### config.mk
export PLATFORM = sky130hd
export DESIGN_NAME = young_diagram_position_hash
export DESIGN_NICKNAME = d
export VERILOG_FILES = /design/src/design/ydph_pkg.sv /design/src/design/ydph_ctrl.sv /design/src/design/ydph_dp.sv /design/src/design/young_diagram_position_hash.sv
export VERILOG_INCLUDE_DIRS = /design/src /design/src/design
export SDC_FILE = /design/constraint.sdc
export NUM_CORES = 2
export LEC_CHECK = 0
export BUFFER_PORTS_ARGS = -buffer_cell sky130_fd_sc_hd__buf_2
export CORE_MARGIN = 1
export CORE_UTILIZATION = 50
export CTS_BUF_LIST = sky130_fd_sc_hd__clkbuf_4
export DETAILED_ROUTE_END_ITERATION = 7
export GPL_ROUTABILITY_DRIVEN = 1
export PLACE_DENSITY = 0.68
export SLEW_MARGIN = 20
export SYNTH_ARGS = -nofsm -noshare
export SYNTH_HDL_FRONTEND = slang
export SYNTH_SLANG_ARGS = --single-unit
### constraint.sdc
create_clock -name clk -period 8.21 [get_ports clk]
set_input_delay 1.2315 -clock clk [delete_from_list [all_inputs] [get_ports clk]]
set_output_delay 1.2315 -clock clk [all_outputs]
set_load 0.02 [all_outputs]
### src/design/young_diagram_position_hash_macros.svh
// Assertion macros shared by the position hash controller and datapath.
// Depends on nothing; define NO_ASSERTIONS to compile every check away.
`ifndef YOUNG_DIAGRAM_POSITION_HASH_MACROS_SVH
`define YOUNG_DIAGRAM_POSITION_HASH_MACROS_SVH
`ifndef NO_ASSERTIONS
// Check a property on every rising edge outside reset.
`define YDPH_ASSERT(label, clk, rst, prop, msg) \
  label: assert property (@(posedge clk) disable iff (rst) prop) else $error(msg);
// Check that pre in one cycle implies post in the next cycle.
`define YDPH_ASSERT_NEXT(label, clk, rst, pre, post, msg) \
  label: assert property (@(posedge clk) disable iff (rst) (pre) |=> (post)) else $error(msg);
`else
`define YDPH_ASSERT(label, clk, rst, prop, msg)
`define YDPH_ASSERT_NEXT(label, clk, rst, pre, post, msg)
`endif
`endif

### src/design/ydph_pkg.sv
// Shared constants and controller/datapath interface types for the position hash.
// Depends on nothing; used by ydph_ctrl, ydph_dp and young_diagram_position_hash.
package ydph_pkg;

  localparam int MaxRowsDefault     = 256;
  localparam int MaxRowWidthDefault = 255;
  localparam int RowW               = 8;
  localparam int HashW              = 64;
  localparam logic [31:0] HashMult  = 32'd179424673;

  typedef struct packed {
    logic accept;     // transaction on the input channel
    logic mul_lo;     // low half partial product
    logic mul_hi;     // high half partial product
    logic sum;        // combine partial products into a hash register
    logic sum_trans;  // route the sum to the transposed hash
    logic walk_read;  // read the stored row below the row counter
    logic walk_step;  // load operand with transposed hash plus row index, advance column
    logic walk_next;  // drop to the next row down
    logic publish;    // move results to the output registers and clear the position
  } dp_cmd_t;

  typedef struct packed {
    logic full;        // row store holds its capacity
    logic count_zero;  // no rows left for the walk
    logic len_gt_col;  // current stored row is longer than the column counter
  } dp_status_t;

endpackage

### src/design/ydph_ctrl.sv
// Controller state machine for the position hash: sequences loads, the shared
// multiplier and the transpose walk. Depends on ydph_pkg and the macros header.
`include "young_diagram_position_hash_macros.svh"

module ydph_ctrl (
  input  logic                clk,
  input  logic                rst,
  input  logic                in_valid,
  output logic                in_stall,
  input  logic                last_row,
  output logic                out_valid,
  input  logic                out_stall,
  input  ydph_pkg::dp_status_t status,
  output ydph_pkg::dp_cmd_t    cmd
);

  localparam logic [2:0] S_IDLE   = 3'd0;
  localparam logic [2:0] S_MUL_LO = 3'd1;
  localparam logic [2:0] S_MUL_HI = 3'd2;
  localparam logic [2:0] S_SUM    = 3'd3;
  localparam logic [2:0] S_W_ADDR = 3'd4;
  localparam logic [2:0] S_W_DATA = 3'd5;
  localparam logic [2:0] S_FIN    = 3'd6;

  logic [2:0] state;
  logic [2:0] state_next;
  logic       last_pend;
  logic       last_pend_next;
  logic       walking;
  logic       walking_next;
  logic       out_valid_next;
  logic       slot_free;

  assign in_stall  = (state != S_IDLE);
  assign slot_free = !out_valid || !out_stall;

  always_comb begin
    cmd            = '0;
    state_next     = state;
    last_pend_next = last_pend;
    walking_next   = walking;
    cmd.sum_trans  = walking;
    unique case (state)
      S_IDLE: begin
        if (in_valid) begin
          cmd.accept     = 1'b1;
          last_pend_next = last_row;
          if (!status.full) begin
            state_next = S_MUL_LO;
          end else if (last_row) begin
            state_next   = S_W_ADDR;
            walking_next = 1'b1;
          end
        end
      end
      S_MUL_LO: begin
        cmd.mul_lo = 1'b1;
        state_next = S_MUL_HI;
      end
      S_MUL_HI: begin
        cmd.mul_hi = 1'b1;
        state_next = S_SUM;
      end
      S_SUM: begin
        cmd.sum = 1'b1;
        if (walking) begin
          state_next = S_W_DATA;
        end else if (last_pend) begin
          state_next   = S_W_ADDR;
          walking_next = 1'b1;
        end else begin
          state_next = S_IDLE;
        end
      end
      S_W_ADDR: begin
        if (status.count_zero) begin
          state_next = S_FIN;
        end else begin
          cmd.walk_read = 1'b1;
          state_next    = S_W_DATA;
        end
      end
      S_W_DATA: begin
        if (status.len_gt_col) begin
          cmd.walk_step = 1'b1;
          state_next    = S_MUL_LO;
        end else begin
          cmd.walk_next = 1'b1;
          state_next    = S_W_ADDR;
        end
      end
      S_FIN: begin
        if (slot_free) begin
          cmd.publish  = 1'b1;
          walking_next = 1'b0;
          state_next   = S_IDLE;
        end
      end
      default: begin
        state_next = S_IDLE;
      end
    endcase
  end

  assign out_valid_next = cmd.publish || (out_valid && out_stall);

  always_ff @(posedge clk) begin
    if (rst) begin
      state     <= S_IDLE;
      last_pend <= 1'b0;
      walking   <= 1'b0;
      out_valid <= 1'b0;
    end else begin
      state     <= state_next;
      last_pend <= last_pend_next;
      walking   <= walking_next;
      out_valid <= out_valid_next;
    end
  end

  `YDPH_ASSERT(a_publish_free, clk, rst, cmd.publish |-> slot_free, "publish into a full output slot")
  `YDPH_ASSERT_NEXT(a_hi_then_sum, clk, rst, state == S_MUL_HI, state == S_SUM, "sum did not follow high product")
  `YDPH_ASSERT(a_rose_publish, clk, rst, $rose(out_valid) |-> $past(cmd.publish), "result shown without publish")

endmodule

### src/design/ydph_dp.sv
// Datapath for the position hash: row store, counters, hash registers, the
// shared constant multiplier and the output registers. Depends on ydph_pkg and macros.
`include "young_diagram_position_hash_macros.svh"

module ydph_dp #(
  parameter int MAX_ROWS      = ydph_pkg::MaxRowsDefault,
  parameter int MAX_ROW_WIDTH = ydph_pkg::MaxRowWidthDefault
) (
  input  logic                            clk,
  input  logic                            rst,
  input  logic [ydph_pkg::RowW-1:0]       row_width,
  input  ydph_pkg::dp_cmd_t               cmd,
  output ydph_pkg::dp_status_t            status,
  output logic [ydph_pkg::HashW-1:0]      forward_hash,
  output logic [ydph_pkg::HashW-1:0]      transposed_hash,
  output logic                            row_overflow
);

  localparam int CNT_W = $clog2(MAX_ROWS + 1);
  localparam int IDX_W = (MAX_ROWS > 1) ? $clog2(MAX_ROWS) : 1;
  localparam int SAT   = (MAX_ROW_WIDTH < 255) ? MAX_ROW_WIDTH : 255;
  localparam logic [ydph_pkg::RowW-1:0] SAT_LEN = ydph_pkg::RowW'(SAT);

  logic [ydph_pkg::RowW-1:0]  row_store [MAX_ROWS];
  logic [ydph_pkg::RowW-1:0]  rd_data;
  logic [ydph_pkg::RowW-1:0]  len_sat;
  logic [ydph_pkg::RowW-1:0]  col;
  logic [CNT_W-1:0]           row_count;
  logic [CNT_W-1:0]           cnt_dec;
  logic [ydph_pkg::HashW-1:0] fwd;
  logic [ydph_pkg::HashW-1:0] trans;
  logic [ydph_pkg::HashW-1:0] opnd;
  logic [ydph_pkg::HashW-1:0] plo;
  logic [31:0]                phi;
  logic [ydph_pkg::HashW-1:0] lo_prod;
  logic [31:0]                hi_prod;
  logic [ydph_pkg::HashW-1:0] prod_sum;
  logic                       overflow_seen;

  assign len_sat  = (row_width > SAT_LEN) ? SAT_LEN : row_width;
  assign cnt_dec  = row_count - CNT_W'(1);
  assign lo_prod  = opnd[31:0] * ydph_pkg::HashMult;
  assign hi_prod  = opnd[63:32] * ydph_pkg::HashMult;
  assign prod_sum = plo + {phi, 32'd0};

  assign status.full       = (row_count == CNT_W'(MAX_ROWS));
  assign status.count_zero = (row_count == '0);
  assign status.len_gt_col = (rd_data > col);

  // Row store: one write port on load, one registered read port for the walk.
  always_ff @(posedge clk) begin
    if (cmd.accept && !status.full) begin
      row_store[row_count[IDX_W-1:0]] <= len_sat;
    end
    if (cmd.walk_read) begin
      rd_data <= row_store[cnt_dec[IDX_W-1:0]];
    end
  end

  // Shared multiplier operand and partial products.
  always_ff @(posedge clk) begin
    if (cmd.accept) begin
      opnd <= fwd + ydph_pkg::HashW'(len_sat);
    end else if (cmd.walk_step) begin
      opnd <= trans + ydph_pkg::HashW'(row_count);
    end
    if (cmd.mul_lo) begin
      plo <= lo_prod;
    end
    if (cmd.mul_hi) begin
      phi <= hi_prod;
    end
    if (cmd.publish) begin
      forward_hash    <= fwd;
      transposed_hash <= trans;
      row_overflow    <= overflow_seen;
    end
  end

  always_ff @(posedge clk) begin
    if (rst) begin
      row_count     <= '0;
      fwd           <= '0;
      trans         <= '0;
      col           <= '0;
      overflow_seen <= 1'b0;
    end else if (cmd.publish) begin
      row_count     <= '0;
      fwd           <= '0;
      trans         <= '0;
      col           <= '0;
      overflow_seen <= 1'b0;
    end else begin
      if (cmd.accept) begin
        if (status.full) begin
          overflow_seen <= 1'b1;
        end else begin
          row_count <= row_count + CNT_W'(1);
        end
      end
      if (cmd.walk_next) begin
        row_count <= cnt_dec;
      end
      if (cmd.walk_step) begin
        col <= col + ydph_pkg::RowW'(1);
      end
      if (cmd.sum) begin
        if (cmd.sum_trans) begin
          trans <= prod_sum;
        end else begin
          fwd <= prod_sum;
        end
      end
    end
  end

  `YDPH_ASSERT(a_count_bound, clk, rst, row_count <= CNT_W'(MAX_ROWS), "row count above capacity")
  `YDPH_ASSERT_NEXT(a_publish_clear, clk, rst, cmd.publish, (row_count == '0) && !overflow_seen && (trans == '0), "position not cleared after publish")
  `YDPH_ASSERT_NEXT(a_col_step, clk, rst, cmd.walk_step, col == ydph_pkg::RowW'($past(col) + ydph_pkg::RowW'(1)), "column did not advance")

endmodule

### src/design/young_diagram_position_hash.sv
// Position hash: forward and transposed polynomial hashes of a staircase board.
// A stored row runs the low product, high product and sum steps; a dropped row is only
// taken. After the last row the walk reads each stored row, runs the multiply steps again
// for each column step, then closes the walk and publishes the transaction.
// Throughput: one row in flight at a time; the shared 32-bit constant multiplier sets it.
// Reset (rst, synchronous) empties the position; the row store keeps stale data and
// needs no clearing pass, since the walk reads only rows written for the current position.
module young_diagram_position_hash #(
  parameter int MAX_ROWS      = ydph_pkg::MaxRowsDefault,
  parameter int MAX_ROW_WIDTH = ydph_pkg::MaxRowWidthDefault
) (
  input  logic                       clk,
  input  logic                       rst,
  // Input channel: one row length per transaction, last_row closes the position.
  input  logic                       in_valid,
  output logic                       in_stall,
  input  logic [ydph_pkg::RowW-1:0]  row_width,
  input  logic                       last_row,
  // Output channel: one transaction per closed position.
  output logic                       out_valid,
  input  logic                       out_stall,
  output logic [ydph_pkg::HashW-1:0] forward_hash,
  output logic [ydph_pkg::HashW-1:0] transposed_hash,
  output logic                       row_overflow
);

  // Commands from the controller, status back from the datapath.
  ydph_pkg::dp_cmd_t    cmd;
  ydph_pkg::dp_status_t status;

  // Controller: take a row only when idle, run the multiply steps, walk the
  // stored rows top down, and hold the result until the output slot frees.
  ydph_ctrl u_ctrl (
    .clk       (clk),
    .rst       (rst),
    .in_valid  (in_valid),
    .in_stall  (in_stall),
    .last_row  (last_row),
    .out_valid (out_valid),
    .out_stall (out_stall),
    .status    (status),
    .cmd       (cmd)
  );

  // Datapath: saturate and store rows, keep both hashes, multiply by the prime
  // in two 32-bit partial products, and hold the published result registers.
  ydph_dp #(
    .MAX_ROWS      (MAX_ROWS),
    .MAX_ROW_WIDTH (MAX_ROW_WIDTH)
  ) u_dp (
    .clk             (clk),
    .rst             (rst),
    .row_width       (row_width),
    .cmd             (cmd),
    .status          (status),
    .forward_hash    (forward_hash),
    .transposed_hash (transposed_hash),
    .row_overflow    (row_overflow)
  );

endmodule

==> metrics <==
outcome complete, but fails checks; failing checks design-rule violations; Synth Instances 7308; Core Rows 179; vias per inst 5.781; end point of the critical path u_dp.plo[49]; GPL Wtd Cong 0.9879; most frequent CP cell fa_1; layout cell share with drive strength beyond 1 0.2303; top post-synthesis cells by area edfxtp_1, mux4_2, fa_1; Post-Synth Adder-Cell Area 0.1362; syn_nets 8335; final WL 309.2 mm; Mapped Area 120200 um2; root buffer cell clkbuf_4; Critical Path End Type flip-flop; Fin Setup TNS 0 ps; Worst Hold Class input port to flip-flop; Arr. time, crit path 8490 ps; Setup Viol. Count Final 0; Worst Tran Pin Value 1153 ps; Final ANT Viol Nets 0; synth warn 0; initial antenna violation count 16; WL/cell 26.84 um; CP Max Fanout 8; Worst R2R Setup Slack 840 ps; Max Cap Violations 0; Reg clk slew, reported paths 70 ps; post-route minimum period 7369 ps; CTS max path bufs 4; worst reg2reg path startpoint u_dp.opnd[21]; Boundary Pins 144; global-route track usage on met3 0.05204; Rel. slew slack 0.2299; Worst-Skew Late Latency 1450 ps; Synth area leader edfxtp_1; unrepaired setup endpoints after global routing false; fraction of the mapped netlist area in simple logic gates 0.03938; DR vias 66.60k; # DRC 75; DP HPWL 208.4 mm; average cell area after synthesis 16.45 um2; Pre-antenna DRT Iters 8; number of enable flip-flop cells after synthesis 2341; Iteration-0 DRC Markers 6464; CTS H-tree lvls 6; Area growth syn-to-layout 10.34%; largest net degree at the start of global routing 117; Compound-Gate Fraction of Synth Area 0.02608; XOR/XNOR Fraction of Synth Area 0.01975; total CTS buffers 637; WP data required 9330 ps; GR Util met1 0.3535; die width 492.3 um; Final Hold Vio Count 0; CP startpoint u_dp.opnd[21]; Initial Util 0.5039; CTS resizes 0; CTS tree yes; FF-to-FF End u_dp.plo[49]; Die Height 492.3 um; hold buffer count at cts 0; sequential share of the synthesized area 0.6102; Yosys cell types 62; first-pass GRT wire length 455.1 mm; PortBufs 143; Final period util 0.8975; Final Net Count 8943; GR peak layer met2; Reg2Reg Depth 22; Worst Setup Path Type flip-flop to flip-flop; post-synth top area share 0.5849; Die ar. 242400 um2; CP cell instances ha_1 -> inv_1 -> fa_1 -> fa_1 -> fa_1 -> inv_1 -> fa_1 -> fa_1 -> inv_1 -> fa_1 -> inv_1 -> ha_1 -> and4_1 -> and2_1 -> a22oi_1 -> o2111ai_1 -> a32oi_1 -> o21ai_0 -> a221oi_1 -> o21ai_0 -> a21oi_1 -> xnor2_1; Post-synth top flop edfxtp_1; Core Area 238500 um2; Setup crit start kind flip-flop; largest family of logic cells by synthesized area adder cells; synthesized flop and latch total 2493; CTS Sinks 2493; met2 Use GR 0.4092; highest clock rate 135.7 MHz; Setup Skew 117.2 ps; Congestion Overflow GR 0; Tot GR Track Use 0.2581; Max stage delay on crit path 730 ps; ys async rst share 0; post-synthesis mux area share 0.1297; number of global-route vias before repair 69.00k; Max Slew Vio Count 0; post-CTS setup buffers 0; CP max stage cell edfxtp_1
area by class of cell:
cell class                      instances  area, um2
Fill cell                           18861     105900
Sequential cell                      2493      73340
Multi-Input combinational cell       3592      42390
Clock buffer                          918       6892
Tap cell                             3167       3963
Inverter                              956       3588
Timing Repair Buffer                  236       1598
Clock inverter                        150      824.5
Antenna cell                            8      20.02
how the worst min path moves through the flow:
stage	from	end	slack, ps	cells after the start
after floorplan	u_dp.overflow_seen	u_dp.row_overflow	410	0
after global placement	u_dp.fwd[7]	u_dp.forward_hash[7]	450	0
after detailed placement	u_dp.fwd[5]	u_dp.forward_hash[5]	460	0
after CTS	last_row	u_ctrl.last_pend	20	3
after global routing	last_row	u_ctrl.last_pend	100	3
final	last_row	u_ctrl.last_pend	160	3
cells in the mapped netlist, types with 40 or more instances:
library cell and instances:
edfxtp_1 2341, xor2_1 89, dfxtp_1 152, mux4_2 680
o21ai_0 101, nor3_1 42, a21o_1 55, nand2_1 354
buf_2 40, nand3_1 75, clkbuf_1 200, fa_1 491
ha_1 523, inv_1 956, a21oi_1 246, xnor2_1 182
nor2_1 405
worst max-delay path: cells and delay by family, from the launching register on:
family          cells  cell delay, ps
fa+ha+maj           8            3780
flops               1             730
xor+xnor            1              90
simple gates        2             420
buf+inv             4             270
compound gates      7            1800
kinds of logic after synthesis:
kind of cell	Yosys count
fa+ha+maj	1014
simple gates	1071
buf+inv	1223
mux	708
flops	2493
compound gates	528
xor+xnor	271
cell usage in the layout, fill, tap and decap left out, types with 10 or more instances in the layout:
cell type / Yosys / layout
inv_1: 956 / 956
mux4_2: 680 / 680
o21a_1: 15 / 15
and2_1: 17 / 15
nand3_1: 75 / 63
inv_2: 0 / 12
o211ai_1: 10 / 10
a211oi_1: 21 / 20
nand2b_1: 16 / 16
nand2_1: 354 / 351
xnor2_1: 182 / 179
o21bai_1: 17 / 17
o21ai_0: 101 / 101
a31oi_1: 13 / 13
nand4_1: 36 / 36
fa_1: 491 / 491
dfxtp_1: 152 / 151
nor2b_1: 23 / 22
nand3_2: 0 / 12
nor2_1: 405 / 404
edfxtp_1: 2341 / 2341
or3_1: 13 / 12
nor4_1: 19 / 19
clkinv_1: 0 / 108
clkbuf_4: 0 / 918
nor3_1: 42 / 41
and4_1: 16 / 16
buf_4: 1 / 84
ha_1: 523 / 522
a21oi_1: 246 / 245
xor2_1: 89 / 88
buf_2: 40 / 135
a21o_1: 55 / 55
mux2i_1: 28 / 28
clkinv_2: 0 / 13
and3_1: 33 / 33
metal layers:
layer	routed length [um]	share of wire	vias to the layer above
li1	-	-	28697
met2	148400	0.48	2994
met5	13	0.000042	-
met4	11170	0.036	2
met1	125000	0.40	34406
met3	24650	0.080	503
flip-flops by register name (all words and copies together) (netlist names), 3 cells and up:
register	flops
u_dp.fwd	64
u_dp.forward_hash	64
u_dp.phi	32
u_dp.row_count	9
u_dp.row_store	2048
u_dp.rd_data	8
u_ctrl.state	3
u_dp.plo	60
u_dp.opnd	64
u_dp.col	8
u_dp.trans	64
u_dp.transposed_hash	64
per-stage QoR:
| stage | utilization | setup WS (ps) | std cells | hold WS (ps) | cell area, um2 |
|---|---|---|---|---|---|
| floorplan | - | 1834 | 7308 | 409.0 | 120200 |
| global route | 0.5560 | 494.5 | 11517 | 97.27 | 132600 |
| detailed placement | 0.5235 | 942.5 | 10444 | 457.5 | 124900 |
| global placement | 0.5235 | 1026 | 10444 | 445.8 | 124900 |
| CTS | 0.5559 | 860.2 | 11512 | 21.14 | 132600 |
| finish | 0.5560 | 841.4 | 11520 | 161.6 | 132600 |
Power is not shown: default switching activity piles up to over one toggle a cycle in this logic, so the estimate is an artifact.
